`src/hdl/pfa_pkg.sv`:
```
// ----------------------------------------------------------------------------
// pfa_pkg
// Shared widths, constants and payload types of the pitot airspeed core.
// ----------------------------------------------------------------------------
package pfa_pkg;

    localparam int PRESSURE_BITS = 14;
    localparam int TEMP_BITS     = 11;

    localparam int CFG_W     = 18;
    localparam int CFG_IDX_W = 2;

    localparam logic [CFG_IDX_W-1:0] REG_GAIN   = 2'd0;
    localparam logic [CFG_IDX_W-1:0] REG_OFFSET = 2'd1;
    localparam logic [CFG_IDX_W-1:0] REG_TOD    = 2'd2;

    localparam logic [CFG_W-1:0] GAIN_RESET   = 18'd72660;
    localparam logic [CFG_W-1:0] OFFSET_RESET = 18'd145128;
    localparam logic [CFG_W-1:0] TOD_RESET    = 18'd112993;

    localparam int FRAME_W = 32;
    localparam int SPEED_W = 16;
    localparam int TEMP_W  = 13;
    localparam int PRESS_W = 20;

    // temperature: round_half_up(6400*t / (2*TMAX)) - 800
    localparam longint TMAX      = (64'd1 << TEMP_BITS) - 1;
    localparam longint T_DIV     = 2 * TMAX;
    localparam longint T_SCALE   = 6400;
    localparam longint T_OFFSET  = 800;
    localparam longint T_NUM_MAX = T_SCALE * TMAX + TMAX;
    localparam int     T_NUM_W   = $clog2(T_NUM_MAX + 1);
    localparam longint T_RECIP   = (64'd1 << T_NUM_W) / T_DIV;
    localparam int     T_RECIP_W = $clog2(T_RECIP + 1);
    localparam int     T_Q_W     = 12;

    // pressure: offset - round_half_up(gain*count / 4096)
    localparam int     P_SHIFT  = 12;
    localparam longint P_ROUND  = 64'd1 << (P_SHIFT - 1);
    localparam int     P_PROD_W = CFG_W + PRESSURE_BITS;
    localparam int     P_DROP_W = P_PROD_W + 1 - P_SHIFT;
    localparam int     P_WIDE_W = P_DROP_W + 2;

    // airspeed: floor(sqrt((P * 2/rho) >> 4))
    localparam int X_SHIFT   = 4;
    localparam int X_PROD_W  = (PRESS_W - 1) + CFG_W;
    localparam int X_W       = X_PROD_W - X_SHIFT;
    localparam int ROOT_W    = (X_W + 1) / 2;
    localparam int X_PAD_W   = 2 * ROOT_W;
    localparam int REM_W     = ROOT_W + 2;
    localparam int REM_EXT_W = REM_W + 2;

    typedef struct packed {
        logic signed [TEMP_W-1:0]  temperature;
        logic signed [PRESS_W-1:0] pressure;
        logic                      flow_valid;
    } pfa_side_t;

    typedef struct packed {
        logic [X_PAD_W-1:0] x;
        logic [REM_W-1:0]   rem;
        logic [ROOT_W-1:0]  root;
        pfa_side_t          side;
    } pfa_sqrt_t;

endpackage

```
`src/hdl/pfa_front.sv`:
```
// ----------------------------------------------------------------------------
// pfa_front
// Frame decode, temperature scaling, pressure calibration and the radicand
// product, in three stages ahead of the square-root chain.
// ----------------------------------------------------------------------------
module pfa_front
    import pfa_pkg::*;
(
    input  logic               aclk,
    input  logic               aresetn,
    input  logic [CFG_W-1:0]   gain,
    input  logic [CFG_W-1:0]   offset,
    input  logic [CFG_W-1:0]   two_over_density,
    input  logic               s_valid,
    output logic               s_ready,
    input  logic [FRAME_W-1:0] s_raw_frame,
    output logic               out_valid,
    input  logic               out_ready,
    output pfa_sqrt_t          out_data
);

    logic v1_reg, v2_reg, v3_reg;
    logic adv1, adv2, adv3;

    logic [T_NUM_W-1:0]  n1_reg, n2_reg;
    logic [P_PROD_W-1:0] pprod1_reg;
    logic [T_Q_W-1:0]    tq2_reg;
    logic signed [PRESS_W-1:0] press2_reg, press3_reg;
    logic signed [TEMP_W-1:0]  temp3_reg;
    logic [X_PROD_W-1:0] xprod3_reg;
    logic                flow3_reg;

    logic [TEMP_BITS-1:0]     tcount;
    logic [PRESSURE_BITS-1:0] pcount;
    logic [T_NUM_W-1:0]       n1_next;
    logic [P_PROD_W-1:0]      pprod1_next;

    logic [T_NUM_W+T_RECIP_W-1:0] t_prod;
    logic [T_Q_W-1:0]             tq2_next;
    logic [P_DROP_W-1:0]          drop;
    logic signed [P_WIDE_W-1:0]   press_wide;
    logic signed [PRESS_W-1:0]    press2_next;

    logic [T_NUM_W-1:0]        t_rem;
    logic [T_Q_W-1:0]          tq_fin;
    logic signed [TEMP_W-1:0]  temp3_next;
    logic                      flow3_next;
    logic [X_PROD_W-1:0]       xprod3_next;

    assign adv3    = !v3_reg || out_ready;
    assign adv2    = !v2_reg || adv3;
    assign adv1    = !v1_reg || adv2;
    assign s_ready = adv1;

    // stage 1
    assign tcount      = s_raw_frame[15 -: TEMP_BITS];
    assign pcount      = s_raw_frame[16 +: PRESSURE_BITS];
    assign n1_next     = T_NUM_W'(tcount) * T_NUM_W'(T_SCALE) + T_NUM_W'(TMAX);
    assign pprod1_next = P_PROD_W'(gain) * P_PROD_W'(pcount);

    // stage 2
    assign t_prod   = (T_NUM_W+T_RECIP_W)'(n1_reg) * (T_NUM_W+T_RECIP_W)'(T_RECIP);
    assign tq2_next = T_Q_W'(t_prod >> T_NUM_W);
    assign drop     = P_DROP_W'(((P_PROD_W+1)'(pprod1_reg) + (P_PROD_W+1)'(P_ROUND))
                                >> P_SHIFT);
    assign press_wide = $signed(P_WIDE_W'(offset)) - $signed(P_WIDE_W'(drop));

    always_comb begin
        if (press_wide[P_WIDE_W-1:PRESS_W-1] == '0 ||
            press_wide[P_WIDE_W-1:PRESS_W-1] == '1) begin
            press2_next = press_wide[PRESS_W-1:0];
        end else if (press_wide[P_WIDE_W-1]) begin
            press2_next = {1'b1, {(PRESS_W-1){1'b0}}};
        end else begin
            press2_next = {1'b0, {(PRESS_W-1){1'b1}}};
        end
    end

    // stage 3: reciprocal estimate is low by at most one
    assign t_rem  = n2_reg - T_NUM_W'(tq2_reg * T_DIV);
    assign tq_fin = (t_rem >= T_NUM_W'(T_DIV)) ? tq2_reg + T_Q_W'(1) : tq2_reg;
    assign temp3_next = $signed(TEMP_W'(tq_fin) - TEMP_W'(T_OFFSET));
    assign flow3_next = !press2_reg[PRESS_W-1] && (|press2_reg);
    assign xprod3_next = flow3_next
        ? X_PROD_W'(press2_reg[PRESS_W-2:0]) * X_PROD_W'(two_over_density)
        : '0;

    always_ff @(posedge aclk) begin
        if (!aresetn) begin
            v1_reg <= 1'b0;
            v2_reg <= 1'b0;
            v3_reg <= 1'b0;
        end else begin
            if (adv1) begin
                v1_reg <= s_valid;
            end
            if (adv2) begin
                v2_reg <= v1_reg;
            end
            if (adv3) begin
                v3_reg <= v2_reg;
            end
        end
    end

    always_ff @(posedge aclk) begin
        if (adv1) begin
            n1_reg     <= n1_next;
            pprod1_reg <= pprod1_next;
        end
        if (adv2) begin
            n2_reg     <= n1_reg;
            tq2_reg    <= tq2_next;
            press2_reg <= press2_next;
        end
        if (adv3) begin
            temp3_reg  <= temp3_next;
            press3_reg <= press2_reg;
            flow3_reg  <= flow3_next;
            xprod3_reg <= xprod3_next;
        end
    end

    assign out_valid                  = v3_reg;
    assign out_data.x                 = X_PAD_W'(xprod3_reg[X_PROD_W-1:X_SHIFT]);
    assign out_data.rem               = '0;
    assign out_data.root              = '0;
    assign out_data.side.temperature  = temp3_reg;
    assign out_data.side.pressure     = press3_reg;
    assign out_data.side.flow_valid   = flow3_reg;

endmodule

```
`src/hdl/pfa_sqrt_cell.sv`:
```
// ----------------------------------------------------------------------------
// pfa_sqrt_cell
// One digit of a restoring square root: takes two radicand bits, settles one
// root bit, and passes the partial result on to the next cell.
// ----------------------------------------------------------------------------
module pfa_sqrt_cell
    import pfa_pkg::*;
(
    input  logic      aclk,
    input  logic      aresetn,
    input  logic      in_valid,
    output logic      in_ready,
    input  pfa_sqrt_t in_data,
    output logic      out_valid,
    input  logic      out_ready,
    output pfa_sqrt_t out_data
);

    logic      valid_reg;
    pfa_sqrt_t data_reg;
    pfa_sqrt_t data_next;

    logic [REM_EXT_W-1:0] cur;
    logic [REM_EXT_W-1:0] trial;

    assign in_ready = !valid_reg || out_ready;

    assign cur   = {in_data.rem, in_data.x[X_PAD_W-1 -: 2]};
    assign trial = REM_EXT_W'({in_data.root, 2'b01});

    always_comb begin
        data_next      = in_data;
        data_next.x    = in_data.x << 2;
        if (cur >= trial) begin
            data_next.rem  = REM_W'(cur - trial);
            data_next.root = {in_data.root[ROOT_W-2:0], 1'b1};
        end else begin
            data_next.rem  = REM_W'(cur);
            data_next.root = {in_data.root[ROOT_W-2:0], 1'b0};
        end
    end

    always_ff @(posedge aclk) begin
        if (!aresetn) begin
            valid_reg <= 1'b0;
        end else if (in_ready) begin
            valid_reg <= in_valid;
        end
    end

    always_ff @(posedge aclk) begin
        if (in_ready) begin
            data_reg <= data_next;
        end
    end

    assign out_valid = valid_reg;
    assign out_data  = data_reg;

endmodule

```
`src/hdl/pitot_frame_to_airspeed_core.sv`:
```
// ----------------------------------------------------------------------------
// pitot_frame_to_airspeed_core
// Converts one differential-pressure sensor frame into temperature, pressure
// and pitot airspeed.
//
//   channel  dir  handshake          payload
//   s_       in   s_valid/s_ready    s_raw_frame
//   m_       out  m_valid/m_ready    m_airspeed_q8, m_temperature_q4,
//                                    m_pressure_q4, m_flow_valid
//   cfg_     in   cfg_we             cfg_index, cfg_wdata
//
// One frame per cycle while m_ready does not stall; the pipeline is three
// calibration stages, one cell per root bit (17) and the output register.
// Every stage has its own valid bit, so bubbles close up under m_ready stalls.
// Synchronous active-low reset clears valid bits and restores the config registers.
// ----------------------------------------------------------------------------
module pitot_frame_to_airspeed_core
    import pfa_pkg::*;
(
    input  logic                      aclk,
    input  logic                      aresetn,
    input  logic                      cfg_we,
    input  logic [CFG_IDX_W-1:0]      cfg_index,
    input  logic [CFG_W-1:0]          cfg_wdata,
    input  logic                      s_valid,
    output logic                      s_ready,
    input  logic [FRAME_W-1:0]        s_raw_frame,
    output logic                      m_valid,
    input  logic                      m_ready,
    output logic [SPEED_W-1:0]        m_airspeed_q8,
    output logic signed [TEMP_W-1:0]  m_temperature_q4,
    output logic signed [PRESS_W-1:0] m_pressure_q4,
    output logic                      m_flow_valid
);

    logic [CFG_W-1:0] gain_reg, offset_reg, tod_reg;

    logic [ROOT_W:0] cell_valid;
    logic [ROOT_W:0] cell_ready;
    pfa_sqrt_t       cell_data [0:ROOT_W];

    logic                      m_valid_reg;
    logic [SPEED_W-1:0]        speed_reg;
    logic signed [TEMP_W-1:0]  temp_reg;
    logic signed [PRESS_W-1:0] press_reg;
    logic                      flow_reg;
    logic                      out_adv;
    logic [SPEED_W-1:0]        speed_next;

    always_ff @(posedge aclk) begin
        if (!aresetn) begin
            gain_reg   <= GAIN_RESET;
            offset_reg <= OFFSET_RESET;
            tod_reg    <= TOD_RESET;
        end else if (cfg_we) begin
            unique case (cfg_index)
                REG_GAIN:   gain_reg   <= cfg_wdata;
                REG_OFFSET: offset_reg <= cfg_wdata;
                REG_TOD:    tod_reg    <= cfg_wdata;
                default: ;
            endcase
        end
    end

    pfa_front u_front (
        .aclk             (aclk),
        .aresetn          (aresetn),
        .gain             (gain_reg),
        .offset           (offset_reg),
        .two_over_density (tod_reg),
        .s_valid          (s_valid),
        .s_ready          (s_ready),
        .s_raw_frame      (s_raw_frame),
        .out_valid        (cell_valid[0]),
        .out_ready        (cell_ready[0]),
        .out_data         (cell_data[0])
    );

    for (genvar i = 0; i < ROOT_W; i++) begin : g_cell
        pfa_sqrt_cell u_cell (
            .aclk      (aclk),
            .aresetn   (aresetn),
            .in_valid  (cell_valid[i]),
            .in_ready  (cell_ready[i]),
            .in_data   (cell_data[i]),
            .out_valid (cell_valid[i+1]),
            .out_ready (cell_ready[i+1]),
            .out_data  (cell_data[i+1])
        );
    end

    assign out_adv            = !m_valid_reg || m_ready;
    assign cell_ready[ROOT_W] = out_adv;

    assign speed_next = (|cell_data[ROOT_W].root[ROOT_W-1:SPEED_W])
                      ? {SPEED_W{1'b1}}
                      : cell_data[ROOT_W].root[SPEED_W-1:0];

    always_ff @(posedge aclk) begin
        if (!aresetn) begin
            m_valid_reg <= 1'b0;
        end else if (out_adv) begin
            m_valid_reg <= cell_valid[ROOT_W];
        end
    end

    always_ff @(posedge aclk) begin
        if (out_adv) begin
            speed_reg <= speed_next;
            temp_reg  <= cell_data[ROOT_W].side.temperature;
            press_reg <= cell_data[ROOT_W].side.pressure;
            flow_reg  <= cell_data[ROOT_W].side.flow_valid;
        end
    end

    assign m_valid          = m_valid_reg;
    assign m_airspeed_q8    = speed_reg;
    assign m_temperature_q4 = temp_reg;
    assign m_pressure_q4    = press_reg;
    assign m_flow_valid     = flow_reg;

endmodule
```
`config.mk`:
```
export PLATFORM = sky130hd
export DESIGN_NAME = pitot_frame_to_airspeed_core
export DESIGN_NICKNAME = d
export VERILOG_FILES = /design/src/hdl/pfa_pkg.sv /design/src/hdl/pfa_front.sv /design/src/hdl/pfa_sqrt_cell.sv /design/src/hdl/pitot_frame_to_airspeed_core.sv
export SDC_FILE = /design/constraint.sdc
export NUM_CORES = 2
export LEC_CHECK = 0
export ABC_CLOCK_PERIOD_IN_PS = 20200
export BUFFER_PORTS_ARGS = -buffer_cell sky130_fd_sc_hd__buf_2
export CAP_MARGIN = 0
export CORE_MARGIN = 3
export CORE_UTILIZATION = 35
export CTS_CLUSTER_DIAMETER = 200
export DETAILED_ROUTE_END_ITERATION = 12
export GPL_TIMING_DRIVEN = 0
export PLACE_DENSITY = 0.56
export SYNTH_ARGS = -nofsm -noshare
export SYNTH_HDL_FRONTEND = slang
export SYNTH_SLANG_ARGS = --single-unit
```
`constraint.sdc`:
```
create_clock -name aclk -period 20.2 [get_ports aclk]
set_input_delay 1.01 -clock aclk [delete_from_list [all_inputs] [get_ports aclk]]
set_output_delay 1.01 -clock aclk [all_outputs]
set_load 0.01 [all_outputs]
```
==> flow_metrics.env <==
export IMPL_cpMostUsedCell="inv_1"
export IMPL_cts_root_buf="clkbuf_16"
export IMPL_maxCapViolCount=0
export IMPL_clk_latency_ns=0.79
export IMPL_synth_top_family_by_area="adder cells"
export IMPL_dr_pass1_iters=5
export IMPL_vias=47200
export IMPL_start_util_pct=35.3
export IMPL_tightestPinTransition_ns=1.14
export IMPL_overflow=0
export IMPL_nFillCells=22500
export IMPL_slew_viol_final=0
export IMPL_drive_above_1_share_pct=6.78
export IMPL_synth_nets=7717
export IMPL_grt_first_pass_wirelength_um=265000
export IMPL_core_area_sq_um=239000
export IMPL_post_cts_resized=0
export IMPL_cts_tree="yes"
export IMPL_synth_seq_cells=1558
export IMPL_drc=0
export IMPL_muxShareOfSynthArea_pct=0.693
export IMPL_portBuffers=91
export IMPL_path_class="register to register"
export IMPL_final_hold_violation_count=0
export IMPL_ys_warn_count=0
export IMPL_dp_hpwl_um=125000
export IMPL_largest_reg_flops=1281
export IMPL_cp_required_ns=20.65
export IMPL_dieArea_sq_um=247000
export IMPL_synth_distinct_cells=90
export IMPL_synth_fa_ha_area_share_pct=20.8
export IMPL_fp_dieH_um=497
export IMPL_cts_buffers=157
export IMPL_synth_compound_area_share_pct=5.52
export IMPL_arrival_ns=10.20
export IMPL_antenna_found_initial=2
export IMPL_wl_per_cell_um=16.0
export IMPL_slowest_stage="edfxtp_1"
export IMPL_clkTransAtPathRegs_ns=0.06
export IMPL_post_cts_buffers=0
export IMPL_worstPathMaxFanout=10
export IMPL_nNetsFinal=7990
export IMPL_dieWidth_um=497
export IMPL_holdBufCountCts=0
export IMPL_synth_ff_type="edfxtp_1"
export IMPL_wirelength_um=162000
export IMPL_clock_skew_ns=0.0696
export IMPL_cts_max_path_buffers=3
export IMPL_htree_levels=4
export IMPL_routabilityCongestion=0.908
export IMPL_grt_usage_pct=13.3
export IMPL_num_io_pins=109
export IMPL_relSlewSlack_pct=21.8
export IMPL_max_stage_delay_ns=0.69
export IMPL_synth_edf_count=1483
export IMPL_startpoint_type="register"
export IMPL_rows=179
export IMPL_ys_seq_area_share_pct=54.6
export IMPL_hold_class="register to register"
export IMPL_grt_max_degree=77
export IMPL_cts_sinks=1558
export IMPL_synth_area_sq_um=84300
export IMPL_finalCritPeriodShare_pct=48.2
export IMPL_rsz0062_at_grt="no"
export IMPL_synthCells=6581
export IMPL_synth_simple_gate_area_share_pct=9.97
export IMPL_synth_xor_area_share_pct=3.61
export IMPL_async_flop_share_pct=0
export IMPL_vias_per_cell=4.65
export IMPL_synth_area_per_cell_sq_um=12.8
export IMPL_layout_min_cycle_time_ns=9.75
export IMPL_grt_pass1_vias=49300
export IMPL_max_freq_mhz=103
export IMPL_setup_violations=0
export IMPL_drtAntennaViolNets=0
export IMPL_setup_tns_final_ns=0
export IMPL_drt_iter0_markers=2504
export IMPL_end_kind="register"
export IMPL_status="complete, no violations"
export IMPL_syn_to_final_growth_pct=12.2
[cell usage after synthesis, types with 75 or more instances]
master    count  area share [%]
clkbuf_1    156            0.69
nor2_1      290             1.3
fa_1        535              13
o21a_1       79            0.70
inv_1       905             4.0
ha_1        544             8.1
nand3_1      91            0.54
and2_1      207             1.5
a21oi_1     235             1.4
nand2_1     661             2.9
nor3_1       94            0.56
dfxtp_1      75             1.8
xnor2_1     233             2.4
xor2_1      113             1.2
edfxtp_1   1483              53
o21ai_0     158            0.94
[final timing paths]
| check | cells past startpoint | end | slack, ns | startpoint |
|---|---|---|---|---|
| max | 34 | u_front.temp3_reg[9] | 10.46 | u_front.tq2_reg[5] |
| min | 0 | g_cell[1].u_cell.out_data[33] | 0.38 | g_cell[0].u_cell.out_data[33] |
| max reg2reg | 34 | u_front.temp3_reg[9] | 10.46 | u_front.tq2_reg[5] |
| min reg2reg | 0 | g_cell[1].u_cell.out_data[33] | 0.38 | g_cell[0].u_cell.out_data[33] |
[cell families (layout without fill, tap and decap cells)]
family / count (synthesis) / in the layout
AOI/OAI and AO/OA: 736 / 736
xor gates and xnor gates: 347 / 347
adders and majority gates: 1079 / 1079
buffers and inverters: 1077 / 1477
DFF: 1558 / 1558
muxes: 53 / 53
other: 1 / 2
and+or+nand+nor: 1730 / 1730
[per-layer routing]
layer | routed length (um) | track usage (%)
met3 | 7150 | 2.29
met2 | 79400 | 22.9
met4 | 4060 | 3.70
met5 | 0 | 0
met1 | 71600 | 17.1
[cell type report]
| type | instances | area, sq um | share of cell area (%) |
|---|---|---|---|
| antenna | 1 | 2.50 | 0.00264 |
| buffer | 171 | 676 | 0.714 |
| clock buffer | 182 | 4100 | 4.33 |
| clock inverter | 104 | 1160 | 1.23 |
| inverter | 906 | 3420 | 3.61 |
| multi-input combinational | 3946 | 34300 | 36.3 |
| sequential | 1558 | 46000 | 48.7 |
| tap | 3167 | 3960 | 4.19 |
| timing repair buffer | 114 | 966 | 1.02 |
[stage by stage]
step	cells	hold WS, ns	util (%)	setup slack (ns)	cell area (sq um)
after floorplan	6581	0.400	-	12.14	84300
after global placement	9839	0.401	37.2	10.24	88700
after detailed placement	9862	0.405	37.4	10.58	89400
after CTS	10100	0.363	39.6	10.48	94600
after global routing	10100	0.376	39.6	9.75	94600
final	10100	0.376	39.6	10.46	94600
[worst max-delay path, delay by kind of cell, from the launching register on]
kind | cells | cell delay (ns)
xor gates and xnor gates | 3 | 0.53
buffers and inverters | 6 | 0.80
and+or+nand+nor | 6 | 1.55
muxes | 1 | 0.13
AOI/OAI and AO/OA | 10 | 2.18
adders and majority gates | 8 | 3.55
DFF | 1 | 0.69
[cells in the final DEF, fill, tap and decap left out, drive strengths merged, types with 60 or more instances in the layout]
master	netlist	layout
nand2	661	661
fa	535	535
o21a	79	79
nor3	96	96
nand2b	74	74
clkinv	1	70
nand3	92	92
inv	905	915
nor2	291	291
dfxtp	75	75
o21ai	162	162
xnor2	234	234
a21oi	236	236
edfxtp	1483	1483
a21o	65	65
clkbuf	156	338
xor2	113	113
ha	544	544
buf	15	129
a21boi	60	60
and2	207	207
Power is left out: the tool's default activity adds up to more than one toggle a clock period on the data nets, which glitch-free logic cannot reach.
